**config.mk**
```make
export PLATFORM = sky130hd
export DESIGN_NAME = nps_front
export DESIGN_NICKNAME = d
export VERILOG_FILES = /design/src/rtl/assert_macros.svh /design/src/rtl/nps_pkg.sv /design/src/rtl/nps_front.sv
export SDC_FILE = /design/constraint.sdc
export NUM_CORES = 1
export LEC_CHECK = 0
export ABC_AREA = 1
export BUFFER_PORTS_ARGS = -buffer_cell sky130_fd_sc_hd__clkbuf_2
export CAP_MARGIN = 40
export CORE_AREA = 2 2 98 100
export CTS_CLUSTER_DIAMETER = 40
export DETAILED_ROUTE_END_ITERATION = 10
export DIE_AREA = 0 0 100 102
export GPL_ROUTABILITY_DRIVEN = 0
export SYNTH_ARGS = -nofsm -noshare
export SYNTH_HDL_FRONTEND = slang
export SYNTH_SLANG_ARGS = --single-unit
```
**constraint.sdc**
```tcl
create_clock -name clk -period 9.2 [get_ports clk]
set_clock_uncertainty 0.2 [all_clocks]
set_input_delay 0.46 -clock clk [delete_from_list [all_inputs] [get_ports clk]]
set_output_delay 0.46 -clock clk [all_outputs]
set_load 0.03 [all_outputs]
```
**src/rtl/assert_macros.svh**
```systemverilog
// Assertion helpers; the enclosing scope provides clk and rst_n.
`ifndef ASSERT_MACROS_SVH
`define ASSERT_MACROS_SVH

// Same-cycle implication.
`define NPS_ASSERT_IMP(lbl, ante, cons, msg) \
  lbl: assert property (@(posedge clk) disable iff (!rst_n) (ante) |-> (cons)) \
    else $error(msg);

// Next-cycle implication.
`define NPS_ASSERT_NXT(lbl, ante, cons, msg) \
  lbl: assert property (@(posedge clk) disable iff (!rst_n) (ante) |=> (cons)) \
    else $error(msg);

`endif

```
**src/rtl/nps_pkg.sv**
```systemverilog
`default_nettype none

package nps_pkg;

  localparam int IDX_W   = 10;
  localparam int COORD_W = 16;
  localparam int CNT_W   = 11;
  localparam int DIST_W  = 34;
  localparam int SQ_W    = 2 * COORD_W;

  localparam logic OP_WRITE = 1'b0;
  localparam logic OP_QUERY = 1'b1;

  typedef enum logic [1:0] {
    CMD_WRITE,
    CMD_QUERY,
    CMD_SKIP
  } cmd_kind_t;

  typedef struct packed {
    cmd_kind_t                  kind;
    logic [IDX_W-1:0]           entry_index;
    logic signed [COORD_W-1:0]  coord_x;
    logic signed [COORD_W-1:0]  coord_y;
  } cmd_t;

endpackage

`default_nettype wire

```
**src/rtl/nps_front.sv**
```systemverilog
`default_nettype none

module nps_front #(
  parameter int MAX_POINTS = 1024
) (
  input  wire logic                                 clk,
  input  wire logic                                 rst_n,
  input  wire logic                                 in_valid,
  output logic                                      in_ready,
  input  wire logic                                 in_opcode,
  input  wire logic [nps_pkg::IDX_W-1:0]            in_entry_index,
  input  wire logic signed [nps_pkg::COORD_W-1:0]   in_coord_x,
  input  wire logic signed [nps_pkg::COORD_W-1:0]   in_coord_y,
  output logic                                      cmd_valid,
  output nps_pkg::cmd_t                             cmd,
  input  wire logic                                 cmd_ready
);
  import nps_pkg::*;

  localparam int RW = (IDX_W > $clog2(MAX_POINTS + 1)) ? IDX_W : $clog2(MAX_POINTS + 1);

  cmd_t        queue_r [2];
  logic        wr_ptr_r;
  logic        rd_ptr_r;
  logic [1:0]  cnt_r;
  cmd_t        cls;
  logic        in_range;
  logic        push;
  logic        pop;

  assign in_range = RW'(in_entry_index) < RW'(MAX_POINTS);

  // Classify the incoming transaction; out-of-range writes become no-ops.
  always_comb begin
    cls.entry_index = in_entry_index;
    cls.coord_x     = in_coord_x;
    cls.coord_y     = in_coord_y;
    case (in_opcode)
      OP_WRITE: cls.kind = in_range ? CMD_WRITE : CMD_SKIP;
      OP_QUERY: cls.kind = CMD_QUERY;
      default:  cls.kind = CMD_SKIP;
    endcase
  end

  assign in_ready  = (cnt_r != 2'd2);
  assign cmd_valid = (cnt_r != 2'd0);
  assign cmd       = queue_r[rd_ptr_r];
  assign push      = in_valid && in_ready;
  assign pop       = cmd_valid && cmd_ready;

  always_ff @(posedge clk) begin
    if (!rst_n) begin
      wr_ptr_r <= 1'b0;
      rd_ptr_r <= 1'b0;
      cnt_r    <= 2'd0;
    end else begin
      if (push) begin
        queue_r[wr_ptr_r] <= cls;
        wr_ptr_r          <= ~wr_ptr_r;
      end
      if (pop) begin
        rd_ptr_r <= ~rd_ptr_r;
      end
      case ({push, pop})
        2'b10:   cnt_r <= cnt_r + 2'd1;
        2'b01:   cnt_r <= cnt_r - 2'd1;
        default: cnt_r <= cnt_r;
      endcase
    end
  end

endmodule

`default_nettype wire

```
==> results of run 1 <==
-- power groups by stage --
stage / clock network (uW) / registers (uW) / logic [uW]
floorplan: 0 / 505 / 211
global placement: 0 / 505 / 255
detailed placement: 0 / 506 / 259
CTS: 262 / 497 / 259
global route: 283 / 500 / 271
finish: 255 / 497 / 255
-- logic make-up after synthesis --
logic type | synth area share
buf+inv | 0.03301
mux | 0.1780
other cells | 0.001052
flops | 0.7528
simple gates | 0.02528
fa+ha+maj | 0.003511
compound gates | 0.006317
-- layer usage --
layer / track usage / part of all wire / vias to the layer above
li1: - / - / 848
met1: 0.1285 / 0.42 / 884
met2: 0.1985 / 0.51 / 57
met3: 0.03694 / 0.056 / 10
met4: 0.05690 / 0.016 / 0
met5: 0 / 0 / -
-- cell type report --
class	count	area, sq um	share of cell area
multi-input combinational	71	778.2	0.1817
clock inverter	5	53.80	0.01256
sequential	91	2684	0.6266
inverter	5	18.77	0.004382
timing repair buffer	94	478.0	0.1116
tap	111	138.9	0.03243
clock buffer	11	131.4	0.03067
-- worst max-delay path: stages, from the launching register on --
cell and delay (ns):
dfxtp_2 0.32, buf_4 0.60, mux2_2 0.41, clkbuf_2 0.18
-- metrics by stage --
step	power [uW]	hold WS, ns	area, sq um	util
after floorplan	716.1	0.2512	3563	-
after global placement	760.3	0.2693	4098	0.4499
after detailed placement	765.3	0.2810	4098	0.4499
after CTS	1019	0.07914	4283	0.4702
after global routing	1054	0.06962	4283	0.4702
final	1007	0.09847	4283	0.4702
-- sequential cells by signal, indices dropped and copies added, names as in the netlist, named ones only --
name,count
cnt_r,2
queue_r,86
rd_ptr_r,1
wr_ptr_r,1
-- synthesized netlist by cell type, drive strengths merged --
cell     n  area (sq um)
o21ai    2         10.00
nand3    2         10.01
nand4    1         6.260
a21oi    1         5.000
o21a     1         7.510
edfxtp  86          2582
dfxtp    5         100.1
nand2    9         33.78
mux2    43         634.4
nor2     9         33.78
inv      5         18.77
or2      1         6.260
buf      6         98.85
conb     1         3.750
ha       1         12.51
-- path summary, 6_finish.rpt --
| check | start | to | slack (ns) | depth (start not counted) |
|---|---|---|---|---|
| worst max register to register | cnt_r[0] | queue_r[0][31] | 7.20 | 5 |
| worst max-delay path | register | cmd[41] | 6.63 | 3 |
| worst min register to register | rd_ptr_r | rd_ptr_r | 0.30 | 2 |
| worst min-delay path | in_coord_y[8] | queue_r[1][8] | 0.1 | 1 |
==> reports/qor.yml, run 1 <==
outcome: "complete, no violations"
dp_slack_ns: 6.973
antenna_cells: 0
combPwrFrac: 0.253
worstPathRequired_ns: 8.54
pwr-share-seq: 0.494
cts_inserted_buffers: 9
synth-seq-cells: 91
num_vias: 1799
clock.fmax_mhz: 389.3
first_pass_iters: 4
worstHoldPathType: "input pin to register"
cts.sink_count: 91
yosysWarnings: 0
cp_max_fo: 43
cts_setup_buffers: 0
hold_violations: 0
grt.total_usage: 0.1147
leakage_uw: 0.001694
cts_tree: "built"
routedWlPerCell_um: 15.03
powerDensity_mw_per_mm2: 235.1
end_kind: "primary output"
root_buffer: "clkbuf_8"
die_w_um: 100
fin_cells: 388
finalMaxSlewViolations: 0
max_slew_margin: 0.4563
synth_fp_nets: 221
peakVddDrop_mv: 0.09109
grt_max_degree: 44
worstMarginPinSlew_ns: 0.8155
antenna_found_initial: 0
rows: 35
setup_slack_ns: 6.632
synth_cell_type_count: 19
area_growth_pct: 20.19
clock_power_share: 0.254
vias_per_cell: 4.637
cts_resized: 0
hpwl_mm: 3.633
clk_pin_slew_worst_paths_ns: 0.09
drc: 0
die-area_sq_mm: 0.01020
ant_nets: 0
final_common_cell: "clkbuf_2"
postSynthAreaPerCell_sq_um: 20.60
grt_pass1_vias: 1782
max-clock-path-buffers: 2
swShare: 0.2943
numPortBuffers: 91
fin_crit_sh: 0.2792
internal-power_uw: 710.6
initial_core_util: 0.3912
postRouteWirelength_mm: 5.831
ctsHoldBuffers: 0
crit_type: "register to primary output"
cp.arrival_ns: 1.91
setup_viol: 0
fill_cells: 803
die_h_um: 102
nets: 320
cp-start-kind: "register"
maxCapViolCount: 0
htreeDepth: 3
rsz0062_at_grt: "no"
syn_area_sq_mm: 0.003563
mostFrequentLayoutCells: "91 x clkbuf_2, 86 x edfxtp_1, 40 x mux2_4, 9 x nand2_1, 9 x clkbuf_8"
p_switching_uw: 296.4
period_needed_ns: 2.568
seq_area_frac_synth: 0.7528
place_inst: 372
dr.first_iter.drc_count: 47
drive_gt1_frac: 0.5523
ios: 93
clock_latency_ns: 0.34
grt_pass1_wl_mm: 8.562
fin_setup_tns_ns: 0
overflow: 0
core_region_area_sq_mm: 0.009109
netlist_instances: 173
Note: power is estimated with default switching activity, not from simulation.
==> inputs of run 2 (changes only) <==
==> constraint.sdc (replaced) <==
create_clock -name clk -period 2.3 [get_ports clk]
set_clock_uncertainty 0.2 [all_clocks]
set_input_delay 0.115 -clock clk [delete_from_list [all_inputs] [get_ports clk]]
set_output_delay 0.115 -clock clk [all_outputs]
set_load 0.03 [all_outputs]
==> reports/qor.yml, run 2 (synthesis results as in run 1) <==
top_register: "queue_r"  # unchanged
swShare: 0.2915  # was 0.2943
die-area_sq_mm: 0.01020  # unchanged
grt_pass1_vias: 2018  # was 1782
cp_max_fo: 31  # was 43
finalMaxSlewViolations: 0  # unchanged
antenna_cells: 0  # unchanged
place_area_sq_mm: 0.004133  # was 0.004098 sq mm
clock_latency_ns: 0.34  # about the same
crit_type: "register to register"  # was register to primary output
max-clock-path-buffers: 2  # unchanged
place_inst: 375  # was 372
setup_viol: 0  # unchanged
grt.total_usage: 0.1248  # was 0.1147
cts_inserted_buffers: 9  # unchanged
p_switching_uw: 1193  # was 296.4 uW
clock.fmax_mhz: 530.2
hpwl_mm: 3.907  # was 3.633 mm
fin_cells: 436  # was 388
reg_top3: "queue_r (86), cnt_r (2)"  # unchanged
drc: 0  # unchanged
ios: 93  # unchanged
power_uw: 4094  # was 1007 uW
grt_pass1_wl_mm: 9.370  # was 8.562 mm
grt_max_degree: 34  # was 44
route.met2.wl_mm: 3.180  # was 2.979 mm
drt-met1-wl_mm: 2.559  # was 2.432 mm
fin_area_sq_mm: 0.004767  # was 0.004283 sq mm
clk_pin_slew_worst_paths_ns: 0.08  # was 0.09 ns
combPwrFrac: 0.268  # was 0.253
leakage_uw: 0.001908  # was 0.001694 uW
core_region_area_sq_mm: 0.009109  # unchanged
area_growth_pct: 33.78  # was 20.19%
first_pass_iters: 4  # unchanged
cp-start-kind: "register"  # unchanged
maxCapViolCount: 0  # unchanged
end_kind: "register"  # was primary output
routedWlPerCell_um: 13.97  # was 15.03 um
clock_power_share: 0.246  # was 0.254
overflow: 0  # unchanged
fin_crit_sh: 0.8201
vias_per_cell: 4.489  # was 4.637
numPortBuffers: 91  # unchanged
antenna_found_initial: 0  # unchanged
cts_tree: "built"  # unchanged
wl_met3_um: 254  # was 325 um
peakVddDrop_mv: 0.5582  # was 0.09109 mV
cts_resized: 0  # unchanged
postRouteWirelength_mm: 6.092  # was 5.831 mm
rsz0062_at_grt: "no"  # unchanged
num_vias: 1957  # was 1799
fin_util: 0.5234  # was 0.4702
htreeDepth: 3  # unchanged
largest_reg_flops: 86  # unchanged
worstPathRequired_ns: 2.09  # was 8.54 ns
pwr-share-seq: 0.486  # was 0.494
root_buffer: "clkbuf_8"  # unchanged
cp.arrival_ns: 1.68  # was 1.91 ns
fill_cells: 782  # was 803
period_needed_ns: 1.886
fin_setup_tns_ns: 0  # unchanged
initial_core_util: 0.3912  # unchanged
final_common_cell: "clkbuf_2"  # unchanged
dr.first_iter.drc_count: 35  # was 47
cts_setup_buffers: 0  # unchanged
nets: 368  # was 320
mostFrequentLayoutCells: "91 x clkbuf_2, 86 x edfxtp_1, 45 x dlygate4sd3_1, 40 x mux2_4"  # was 91 x clkbuf_2, 86 x edfxtp_1, 40 x mux2_4, 9 x nand2_1, 9 x clkbuf_8
ff2ff_setup_slack_ns: 0.41  # was 7.20 ns
cts.sink_count: 91  # unchanged
ctsHoldBuffers: 45  # was 0
ant_nets: 0  # unchanged
die_w_um: 100  # unchanged
hold_violations: 0  # unchanged
die_h_um: 102  # unchanged
outcome: "complete, no violations"  # unchanged
powerDensity_mw_per_mm2: 858.8  # was 235.1 mW/mm^2
maxUsedRoutingLayer: "met4"  # unchanged
drive_gt1_frac: 0.4831  # was 0.5523
internal-power_uw: 2901  # was 710.6 uW
rows: 35  # unchanged
worstHoldPathType: "input pin to register"  # unchanged
run 2: layout make-up:
class | count | area (sq um) | share of cell area
Multi-Input combinational cell | 71 | 778.2 | 0.1633
Timing Repair Buffer | 142 | 963.4 | 0.2021
Clock inverter | 6 | 56.30 | 0.01181
Clock buffer | 10 | 127.6 | 0.02677
Sequential cell | 91 | 2684 | 0.5630
Tap cell | 111 | 138.9 | 0.02913
Inverter | 5 | 18.77 | 0.003937
run 2: metal layers:
metal  GRT usage  vias to the layer above
met2      0.2245                       68
met5           0                        -
met4     0.05796                        0
met1      0.1346                      932
met3     0.03967                       11
li1            -                      946
run 2: final timing paths:
kind,startpoint,to,cells after the start
max,cnt_r[0],queue_r[0][31],5
min,in_valid,wr_ptr_r,3
max reg2reg,cnt_r[0],queue_r[0][31],5
min reg2reg,wr_ptr_r,wr_ptr_r,2
run 2: critical path: stages (launching register included):
cell and delay [ns]:
dfxtp_1 0.39, inv_1 0.11, nand2_1 0.09, nand2_1 0.19
nor2_4 0.16, buf_4 0.39
run 2: stage by stage:
step                hold WS (ns)  setup WS, ns
floorplan                0.01387       -0.3487
global placement          0.1055        0.4991
detailed placement        0.1087        0.4112
CTS                      0.01327        0.3947
global route             0.03136        0.3150
finish                   0.02692        0.4138
run 2: power groups by stage:
| stage | Clock (uW) | Sequential, uW | Combinational (uW) |
|---|---|---|---|
| after floorplan | 0 | 2020 | 846 |
| after global placement | 0 | 2020 | 1050 |
| after detailed placement | 0 | 2030 | 1050 |
| after CTS | 1040 | 1990 | 1110 |
| after global routing | 1130 | 2000 | 1170 |
| final | 1010 | 1990 | 1100 |
